==> config.mk <==
export PLATFORM = sky130hd
export DESIGN_NAME = register_stack_machine_executor
export DESIGN_NICKNAME = d
export VERILOG_FILES = /design/src/rtl/core/rsme_pkg.sv /design/src/rtl/core/register_stack_machine_executor.sv /design/src/rtl/core/rsme_ram.sv /design/src/rtl/core/rsme_front.sv /design/src/rtl/core/rsme_back.sv
export VERILOG_INCLUDE_DIRS = /design/src /design/src/rtl/core
export SDC_FILE = /design/constraint.sdc
export NUM_CORES = 2
export LEC_CHECK = 0
export BUFFER_PORTS_ARGS = -buffer_cell sky130_fd_sc_hd__buf_4
export CAP_MARGIN = 20
export CORE_MARGIN = 1.5
export CORE_UTILIZATION = 60
export DETAILED_ROUTE_END_ITERATION = 8
export GPL_ROUTABILITY_DRIVEN = 0
export HOLD_SLACK_MARGIN = 0.02
export PLACE_DENSITY_LB_ADDON = 0.12
export RECOVER_POWER = 50
export REMOVE_ABC_BUFFERS = 1
export SETUP_SLACK_MARGIN = 0.15
export SLEW_MARGIN = 10
export SYNTH_ARGS = -nofsm -noshare
export SYNTH_HDL_FRONTEND = slang
export SYNTH_HIERARCHICAL = 1
export SYNTH_SLANG_ARGS = --single-unit
==> constraint.sdc <==
create_clock -name clk -period 8.8 [get_ports clk]
set_clock_uncertainty 0.2 [all_clocks]
set_input_delay 1.32 -clock clk [delete_from_list [all_inputs] [get_ports clk]]
set_output_delay 1.32 -clock clk [all_outputs]
set_load 0.02 [all_outputs]
==> src/rtl/core/register_stack_machine_executor_assert.svh <==
// assertion macros for the stack machine executor
// used by the top level only, no other dependencies
`ifndef REGISTER_STACK_MACHINE_EXECUTOR_ASSERT_SVH
`define REGISTER_STACK_MACHINE_EXECUTOR_ASSERT_SVH

// implication checked on every rising clock edge outside reset
`define RSME_ASSERT_IMP(label, ante, cons) \
  label: assert property (@(posedge clk) disable iff (!rst_n) (ante) |-> (cons)) \
    else $error("assertion failed");

// next-cycle implication
`define RSME_ASSERT_NEXT(label, ante, cons) \
  label: assert property (@(posedge clk) disable iff (!rst_n) (ante) |=> (cons)) \
    else $error("assertion failed");

`endif

==> src/rtl/core/rsme_pkg.sv <==
// package for the stack machine executor: payload structs, codes, defaults
// no dependencies
package rsme_pkg;

  localparam int NUM_REGS_DEF     = 8;
  localparam int STACK_DEPTH_DEF  = 64;
  localparam int FRAME_DEPTH_DEF  = 16;
  localparam int NUM_SYSCALLS_DEF = 2;

  localparam logic [31:0] CHAR_LIMIT     = 32'd255;
  localparam logic [16:0] EXIT_PC_OFFSET = 17'd2;

  typedef enum logic [3:0] {
    OP_MOV = 4'd0, OP_ADD = 4'd1, OP_SUB = 4'd2, OP_INC = 4'd3, OP_DEC = 4'd4,
    OP_PUSH = 4'd5, OP_POP = 4'd6, OP_CALL = 4'd7, OP_RET = 4'd8, OP_JMP = 4'd9,
    OP_JE = 4'd10, OP_CMP = 4'd11, OP_SYSCALL = 4'd12
  } op_t;

  typedef enum logic [2:0] {
    E_OK = 3'd0, E_STACK_FULL = 3'd1, E_STACK_EMPTY = 3'd2, E_RANGE = 3'd3,
    E_SYSCALL = 3'd4, E_CHAR = 3'd5, E_FRAME_FULL = 3'd6
  } err_t;

  typedef struct packed {
    logic [3:0]         op;
    logic [2:0]         dest_reg;
    logic               has_operand;
    logic               src_is_reg;
    logic [2:0]         src_reg;
    logic signed [31:0] immediate;
    logic signed [31:0] target;
  } in_item_t;

  typedef struct packed {
    logic [16:0] pc_out;
    logic [2:0]  error_code;
    logic        halted;
    logic        char_valid;
    logic [7:0]  char_out;
    logic        equal_flag;
    logic        above_flag;
    logic        below_flag;
  } out_item_t;

  // instruction after classification in the front part
  typedef struct packed {
    in_item_t item;
    logic     tgt_ok;
  } dec_item_t;

endpackage

==> src/rtl/core/register_stack_machine_executor.sv <==
// Executes one decoded instruction per cycle while the output register is free
// or popped and no return is unwinding. An instruction enters a two-entry queue
// in the front part and is executed by the back part in the cycle it leaves the
// queue; its result is held in an output register. On its way it passes the
// queue entry, then the output register. The execute stage uses top-of-stack
// values cached in registers. A return that finds words pushed above its frame
// first cuts the data stack back before it executes.
// No clearing pass after reset.
module register_stack_machine_executor #(
  parameter int NUM_REGS     = rsme_pkg::NUM_REGS_DEF,
  parameter int STACK_DEPTH  = rsme_pkg::STACK_DEPTH_DEF,
  parameter int FRAME_DEPTH  = rsme_pkg::FRAME_DEPTH_DEF,
  parameter int NUM_SYSCALLS = rsme_pkg::NUM_SYSCALLS_DEF
) (
  input  logic                clk,
  input  logic                rst_n,
  input  logic                push,
  output logic                full,
  input  rsme_pkg::in_item_t  in_item,
  output logic                empty,
  input  logic                pop,
  output rsme_pkg::out_item_t out_item,
  input  logic                cfg_we,
  input  logic [15:0]         cfg_wdata
);
  import rsme_pkg::*;
  `include "register_stack_machine_executor_assert.svh"

  logic [15:0] prog_len_r;
  logic        dq_valid, dq_take;
  dec_item_t   dq_item;

  always_ff @(posedge clk) begin
    if (!rst_n) prog_len_r <= '0;
    else if (cfg_we) prog_len_r <= cfg_wdata;
  end

  rsme_front u_front (
    .clk, .rst_n, .in_push(push), .in_full(full), .in_item,
    .prog_len(prog_len_r), .dq_valid, .dq_item, .dq_take);

  rsme_back #(.NUM_REGS(NUM_REGS), .STACK_DEPTH(STACK_DEPTH),
              .FRAME_DEPTH(FRAME_DEPTH), .NUM_SYSCALLS(NUM_SYSCALLS)) u_back (
    .clk, .rst_n, .prog_len(prog_len_r), .dq_valid, .dq_item, .dq_take,
    .out_empty(empty), .out_pop(pop), .out_item);

  `RSME_ASSERT_IMP(a_take_valid, dq_take, dq_valid)
  `RSME_ASSERT_NEXT(a_take_result, dq_take, !empty)
  `RSME_ASSERT_IMP(a_halt_ok, !empty && out_item.halted && out_item.char_valid, 1'b0)
endmodule

==> src/rtl/core/rsme_ram.sv <==
// generic single-port-write ram with registered read
// no dependencies
module rsme_ram #(
  parameter int WIDTH = 32,
  parameter int DEPTH = 64
) (
  input  logic                     clk,
  input  logic                     we,
  input  logic [$clog2(DEPTH)-1:0] waddr,
  input  logic [WIDTH-1:0]         wdata,
  input  logic [$clog2(DEPTH)-1:0] raddr,
  output logic [WIDTH-1:0]         rdata
);
  logic [WIDTH-1:0] mem [DEPTH];

  always_ff @(posedge clk) begin
    if (we) begin
      mem[waddr] <= wdata;
    end
    rdata <= mem[raddr];
  end
endmodule

==> src/rtl/core/rsme_front.sv <==
// front part: accepts instructions, checks jump range, feeds a two-entry queue
// depends on rsme_pkg
module rsme_front (
  input  logic                clk,
  input  logic                rst_n,
  input  logic                in_push,
  output logic                in_full,
  input  rsme_pkg::in_item_t  in_item,
  input  logic [15:0]         prog_len,
  output logic                dq_valid,
  output rsme_pkg::dec_item_t dq_item,
  input  logic                dq_take
);
  import rsme_pkg::*;

  dec_item_t  q_r [2];
  logic [1:0] cnt_r, cnt_nxt;
  logic       rd_r, wr_r;
  logic       push_ok, tgt_ok;

  assign in_full  = (cnt_r == 2'd2);
  assign push_ok  = in_push && !in_full;
  assign tgt_ok   = !in_item.target[31] && (in_item.target[30:0] <= {15'd0, prog_len});
  assign dq_valid = (cnt_r != 2'd0);
  assign dq_item  = q_r[rd_r];

  always_comb begin
    cnt_nxt = cnt_r + {1'b0, push_ok} - {1'b0, dq_take};
  end

  always_ff @(posedge clk) begin
    if (!rst_n) begin
      cnt_r <= '0;
      rd_r  <= 1'b0;
      wr_r  <= 1'b0;
    end else begin
      cnt_r <= cnt_nxt;
      if (push_ok) wr_r <= !wr_r;
      if (dq_take) rd_r <= !rd_r;
    end
    if (push_ok) begin
      q_r[wr_r] <= '{item: in_item, tgt_ok: tgt_ok};
    end
  end
endmodule

==> src/rtl/core/rsme_back.sv <==
// back part: executes one instruction per cycle on registers, stacks and flags,
// unless the output or an unwind stalls; depends on rsme_pkg and rsme_ram
module rsme_back #(
  parameter int NUM_REGS     = rsme_pkg::NUM_REGS_DEF,
  parameter int STACK_DEPTH  = rsme_pkg::STACK_DEPTH_DEF,
  parameter int FRAME_DEPTH  = rsme_pkg::FRAME_DEPTH_DEF,
  parameter int NUM_SYSCALLS = rsme_pkg::NUM_SYSCALLS_DEF
) (
  input  logic                clk,
  input  logic                rst_n,
  input  logic [15:0]         prog_len,
  input  logic                dq_valid,
  input  rsme_pkg::dec_item_t dq_item,
  output logic                dq_take,
  output logic                out_empty,
  input  logic                out_pop,
  output rsme_pkg::out_item_t out_item
);
  import rsme_pkg::*;

  localparam int SW = $clog2(STACK_DEPTH);
  localparam int FW = $clog2(FRAME_DEPTH);
  localparam int SDW = $clog2(STACK_DEPTH + 1);
  localparam int FDW = $clog2(FRAME_DEPTH + 1);
  localparam int RW = $clog2(NUM_REGS);

  logic [31:0]    regs_r [NUM_REGS];
  logic [SDW-1:0] sdep_r, sdep_nxt;
  logic [FDW-1:0] fdep_r, fdep_nxt;
  logic [2:0]     flags_r, flags_nxt; // eq, ab, be
  logic [16:0]    pc_r, pc_nxt, pc_w;
  logic           halt_r, halt_nxt;

  // top-of-stack caches: memories hold entries below the top
  logic [31:0]    stop_r, stop_nxt;
  logic [SDW-1:0] ftop_r, ftop_nxt;

  // second-from-top read data: ram output register, or the word written
  // into that slot at the same edge
  logic [31:0]    s_rd, s_top2, s_fwd_d_r;
  logic [SDW-1:0] f_rd, f_top2, f_fwd_d_r;
  logic           s_fwd_r, f_fwd_r;
  logic           s_we, f_we;
  logic [SW-1:0]  s_wa, s_ra;
  logic [FW-1:0]  f_wa, f_ra;
  logic [31:0]    s_wd;
  logic [SDW-1:0] f_wd;
  logic [SDW-1:0] s_dep_rd;

  // return with words above its frame: cut the stack back first
  logic           unwind, unwind_r;

  out_item_t o_r, o_nxt;
  logic      ov_r;

  in_item_t it;
  logic [31:0] dval, sval, ax, bx, sum, diff, wval;
  logic        wen, fire;
  logic [2:0]  err;
  logic        cv;
  logic [7:0]  cc;

  function automatic logic [31:0] rd(input logic [2:0] idx, input logic [31:0] r [NUM_REGS]);
    logic [31:0] v;
    v = '0;
    if (int'(idx) < NUM_REGS) v = r[RW'(idx)];
    return v;
  endfunction

  assign it       = dq_item.item;
  assign out_empty = !ov_r;
  assign out_item = o_r;
  assign unwind   = dq_valid && !halt_r && (it.op == OP_RET) && (fdep_r != '0) &&
                    (sdep_r > ftop_r);
  assign fire     = dq_valid && (!ov_r || out_pop) && !unwind;
  assign dq_take  = fire;
  assign s_top2   = s_fwd_r ? s_fwd_d_r : s_rd;
  assign f_top2   = f_fwd_r ? f_fwd_d_r : f_rd;

  always_comb begin
    dval = rd(it.dest_reg, regs_r);
    sval = it.src_is_reg ? rd(it.src_reg, regs_r) : it.immediate;
    ax   = regs_r[0];
    bx   = regs_r[1];
    sum  = dval + (it.op == OP_ADD ? sval : 32'd1);
    diff = dval - (it.op == OP_DEC ? 32'd1 : sval);
  end

  // execution
  always_comb begin
    sdep_nxt = sdep_r; fdep_nxt = fdep_r; flags_nxt = flags_r;
    halt_nxt = halt_r; stop_nxt = stop_r; ftop_nxt = ftop_r;
    pc_w = pc_r; err = E_OK; cv = 1'b0; cc = '0; wen = 1'b0; wval = '0;
    s_we = 1'b0; s_wa = '0; s_wd = stop_r; f_we = 1'b0; f_wa = '0; f_wd = ftop_r;
    if (!halt_r) begin
      case (it.op)
        OP_MOV: begin wen = 1'b1; wval = sval; end
        OP_ADD: begin wen = 1'b1; wval = sum; end
        OP_SUB: begin wen = 1'b1; wval = diff; end
        OP_INC: begin wen = it.has_operand; wval = sum; end
        OP_DEC: begin wen = it.has_operand; wval = diff; end
        OP_PUSH: begin
          if (sdep_r == SDW'(STACK_DEPTH)) err = E_STACK_FULL;
          else begin
            // spill old top into memory slot depth-1
            s_we = (sdep_r != '0); s_wa = SW'(sdep_r - 1'b1);
            stop_nxt = sval; sdep_nxt = sdep_r + 1'b1;
          end
        end
        OP_POP: begin
          if (sdep_r == '0) err = E_STACK_EMPTY;
          else begin
            wen = it.has_operand; wval = stop_r;
            stop_nxt = s_top2; sdep_nxt = sdep_r - 1'b1;
          end
        end
        OP_CALL: begin
          if (!dq_item.tgt_ok) err = E_RANGE;
          else if (sdep_r == SDW'(STACK_DEPTH)) err = E_STACK_FULL;
          else if (fdep_r == FDW'(FRAME_DEPTH)) err = E_FRAME_FULL;
          else begin
            s_we = (sdep_r != '0); s_wa = SW'(sdep_r - 1'b1);
            stop_nxt = {15'd0, pc_r}; sdep_nxt = sdep_r + 1'b1;
            f_we = (fdep_r != '0); f_wa = FW'(fdep_r - 1'b1);
            ftop_nxt = sdep_r + 1'b1; fdep_nxt = fdep_r + 1'b1;
            pc_w = it.target[16:0];
          end
        end
        OP_RET: begin
          if (fdep_r != '0) begin
            // stack is already cut back to the frame here
            if (sdep_r != '0) begin
              sdep_nxt = sdep_r - 1'b1; pc_w = stop_r[16:0]; stop_nxt = s_top2;
            end
            fdep_nxt = fdep_r - 1'b1; ftop_nxt = f_top2;
          end
        end
        OP_JMP: begin
          if (!dq_item.tgt_ok) err = E_RANGE; else pc_w = it.target[16:0];
        end
        OP_JE: begin
          if (!dq_item.tgt_ok) err = E_RANGE;
          else if (flags_r[0]) pc_w = it.target[16:0];
        end
        OP_CMP: begin
          if (diff == '0) flags_nxt = 3'b001;
          else if (diff[31]) flags_nxt = 3'b100;
          else flags_nxt = 3'b010;
        end
        OP_SYSCALL: begin
          if (ax >= 32'(NUM_SYSCALLS)) err = E_SYSCALL;
          else if (ax == 32'd0) begin
            pc_w = 17'(prog_len) + EXIT_PC_OFFSET; halt_nxt = 1'b1;
          end else if (ax == 32'd1) begin
            if (!bx[31] && bx > CHAR_LIMIT) err = E_CHAR;
            else begin cv = 1'b1; cc = bx[7:0]; end
          end
        end
        default: ;
      endcase
      pc_nxt = pc_w + 17'd1;
    end else begin
      pc_nxt = pc_r;
    end
    o_nxt = '{pc_out: pc_nxt, error_code: err, halted: halt_nxt, char_valid: cv,
              char_out: cc, equal_flag: flags_nxt[0], above_flag: flags_nxt[1],
              below_flag: flags_nxt[2]};
  end

  // read address tracks the entry just below the next top; an unwind first
  // fetches the frame's top entry, then the one below it
  assign s_dep_rd = fire ? sdep_nxt : ((unwind && unwind_r) ? ftop_r : sdep_r);
  assign s_ra = (unwind && !unwind_r) ? SW'(ftop_r - SDW'(1)) :
                (s_dep_rd >= SDW'(2) ? SW'(s_dep_rd - SDW'(2)) : '0);
  assign f_ra = (fire ? fdep_nxt : fdep_r) >= FDW'(2) ?
                FW'((fire ? fdep_nxt : fdep_r) - FDW'(2)) : '0;

  rsme_ram #(.WIDTH(32), .DEPTH(STACK_DEPTH)) u_sram (
    .clk, .we(s_we && fire), .waddr(s_wa), .wdata(s_wd), .raddr(s_ra), .rdata(s_rd));
  rsme_ram #(.WIDTH(SDW), .DEPTH(FRAME_DEPTH)) u_fram (
    .clk, .we(f_we && fire), .waddr(f_wa), .wdata(f_wd), .raddr(f_ra), .rdata(f_rd));

  always_ff @(posedge clk) begin
    if (!rst_n) begin
      for (int i = 0; i < NUM_REGS; i++) regs_r[i] <= '0;
      sdep_r <= '0; fdep_r <= '0; flags_r <= '0; pc_r <= '0; halt_r <= 1'b0;
      ov_r <= 1'b0; unwind_r <= 1'b0; s_fwd_r <= 1'b0; f_fwd_r <= 1'b0;
    end else begin
      unwind_r <= unwind && !unwind_r;
      s_fwd_r <= fire && s_we && (s_wa == s_ra);
      f_fwd_r <= fire && f_we && (f_wa == f_ra);
      if (unwind && unwind_r) sdep_r <= ftop_r;
      if (fire) begin
        if (wen && (int'(it.dest_reg) < NUM_REGS)) regs_r[RW'(it.dest_reg)] <= wval;
        sdep_r <= sdep_nxt; fdep_r <= fdep_nxt; flags_r <= flags_nxt;
        pc_r <= pc_nxt; halt_r <= halt_nxt;
        ov_r <= 1'b1;
      end else if (out_pop) begin
        ov_r <= 1'b0;
      end
    end
    s_fwd_d_r <= s_wd;
    f_fwd_d_r <= f_wd;
    if (fire) begin
      o_r <= o_nxt; stop_r <= stop_nxt; ftop_r <= ftop_nxt;
    end else if (unwind && unwind_r) begin
      stop_r <= s_top2;
    end
  end
endmodule
==> out/metrics.yaml <==
run_status:
  status: "finished, violations left"
  violations: "capacitance limit, slew limit"
clock_network:
  root_buffer: "clkbuf_16"
  cts.clk_slew.worst_paths_ns: 0.06
  clock-sinks: 2748
  cts_inserted_buffers: 292
  post_cts_resized: 0
  post-cts-setup-buffers: 0
  hold_buffers: 0
  clkLatencyLatePin_ns: 0.94
  cts_max_path_buffers: 4
  cts_tree: "built"
  cts_htree_levels: 5
grt:
  antenna_found_initial: 24
  grt_first_pass_wirelength_um: 480600
  grt_max_degree: 92
  grt_use_total_pct: 33.94
  grt_pass1_vias: 68380
  overflow: 0
drt:
  dr.pass1.iters: 8
  first_iter_violations: 10190
  via_per_inst: 7.043
  wire_per_inst_um: 32.69
  drtAntennaViolNets: 0
  num_vias: 72190
  wl_um: 335000
  detail_route.drc_violations: 0
worst_setup_path:
  crit_path_end_kind: "flop"
  path_buf_inv: 3
  start_kind: "flop"
  critical_path_arrival_ns: 9.17
  cp.depth: 20
  crit_family: "simple AND/OR/NAND/NOR gates"
  crit_path_max_incr_delay_ns: 0.88
  crit_path_max_fanout: 51
  critical_path_class: "flop to flop"
  cp_slowest_cell: "nor3_1"
  crit_path_cell_trace: "mux2_1 > or4b_1 > nor2_1 > o311ai_2 > nor2_1 > o31a_1 > nand2b_1 > inv_1 > ha_1 > o31a_1 > o311ai_0 > or4_1 > o21ai_0 > nand3_4 > buf_12 > buf_12 > nand2b_1 > o21ai_0 > nor3_1 > o211a_1"
  r2r_cells: 20
  worstPathRequired_ns: 9.49
pwr:
  leakage_nw: 40.71
  ir_drop_mv: 0.2114
  power_density_nw_per_um2: 242.8
  p_total_mw: 31.39
timing:
  slew_violations: 2418
  hold_viol: 0
  rsz0062_at_grt: "false"
  fin_crit_sh_pct: 96.31
  max_slew.worst_pin.slew_ns: 4.112
  fmax_ghz: 0.1180
  setup_viol: 0
  fin_crit_ns: 8.475
  slew-limit-headroom_pct: -174.1
  tns_ns: 0
  setup_slack_ns: 0.3251
cells_and_area:
  fin_util_pct: 67.27
  fin_area_um2: 129300
  drive_gt1_share_pct: 18.57
  nNetsFinal: 7701
  syn_to_final_growth_pct: 11.69
die:
  die_x_um: 442.2
  fp.dieH_um: 442.2
  ios: 132
  dieArea_um2: 195600
  core_area_um2: 192200
  rows: 161
  initial_core_util_pct: 60.23
placed_design:
  dp_hpwl_um: 206600
  io_buffers: 131
  place_area_um2: 120500
  dpl_worst_slack_ns: 0.9284
synthesis:
  synthCells: 7266
  synth.avg_cell_area_um2: 15.93
  ys_warn_count: 6
  netlist_area_um2: 115700
hold_path:
  holdPathStages: 2
  hold_class: "flop to flop"
flow_run:
  max_cap_viol_count: 39
==> worst reg2reg max path: stages (launching register included) <==
cell and delay [ns]:
dfxtp_1 0.59, mux2_1 0.69, or4b_1 0.74, nor2_1 0.37
o311ai_2 0.40, nor2_1 0.47, o31a_1 0.22, nand2b_1 0.11
inv_1 0.10, ha_1 0.20, o31a_1 0.14, o311ai_0 0.25
or4_1 0.51, o21ai_0 0.40, nand3_4 0.63, buf_12 0.49
buf_12 0.24, nand2b_1 0.46, o21ai_0 0.19, nor3_1 0.88
o211a_1 0.23
==> per-stage QoR <==
step / instances / hold WS [ns]
after floorplan: 6801 / 0.2414
after global placement: 9726 / 0.2535
after detailed placement: 9732 / 0.2601
after CTS: 10240 / 0.2678
after global routing: 10240 / 0.2823
final: 10250 / 0.2683
==> report_power, final <==
part / switching (mW) / internal (mW) / total (mW)
clock: 4.93 / 7.02 / 12.0
sequential: 0.161 / 14.9 / 15.1
combinational: 3.23 / 1.15 / 4.38
total: 8.33 / 23.1 / 31.4
==> area by class of cell <==
cell class / instances / area (µm²)
Clock buffer: 377 / 8013
Clock inverter: 128 / 1179
Fill cell: 12950 / 62900
Timing Repair Buffer: 406 / 2889
Inverter: 86 / 325.3
Multi-Input combinational cell: 3967 / 35090
Sequential cell: 2748 / 78600
Tap cell: 2526 / 3161
Antenna cell: 12 / 30.03
==> layer usage <==
| layer | global-route usage (%) | part of all wire (%) | vias to the layer above |
|---|---|---|---|
| met4 | 15.97 | 5.5 | 12 |
| met5 | 0 | 0.021 | - |
| met3 | 6.778 | 12 | 945 |
| met1 | 47.55 | 37 | 36690 |
| li1 | - | - | 29610 |
| met2 | 51.84 | 46 | 4935 |
==> flip-flops by register name, indices dropped and copies added, names as in the netlist, 2 cells and up, named ones only <==
name,count
u_back/u_sram/mem,2048
u_back/regs_r,192
u_front/q_r,124
u_back/u_fram/mem,112
u_back/out_item,33
u_back/ax,32
u_back/bx,32
u_back/s_fwd_d_r,32
u_back/s_wd,32
u_back/u_sram/rdata,32
u_back/pc_r,17
prog_len_r,16
u_back/f_fwd_d_r,7
u_back/f_wd,7
u_back/sdep_r,7
u_back/u_fram/rdata,7
u_back/fdep_r,5
u_back/flags_r,3
u_front/cnt_r,2
==> path summary, 6_finish.rpt <==
check	startpoint	end	slack, ns
max	flop	u_back/u_sram/rdata[31]	0.33
min	u_back/regs_r[36]	u_back/regs_r[36]	0.27
max reg2reg	flop	u_back/u_sram/rdata[31]	0.33
min reg2reg	u_back/regs_r[36]	u_back/regs_r[36]	0.27
==> layout by cell type (no fill, tap or decap), types with 81 or more instances in the layout <==
master,n
edfxtp_1,2356
mux4_2,522
nand2_1,483
dfxtp_1,391
a21oi_1,355
clkbuf_16,305
mux2i_1,299
a22oi_1,279
buf_4,247
o21ai_0,243
nor2_1,210
nand3_1,207
clkbuf_1,168
ha_1,101
inv_1,81
(Power assumes the default switching activity.)
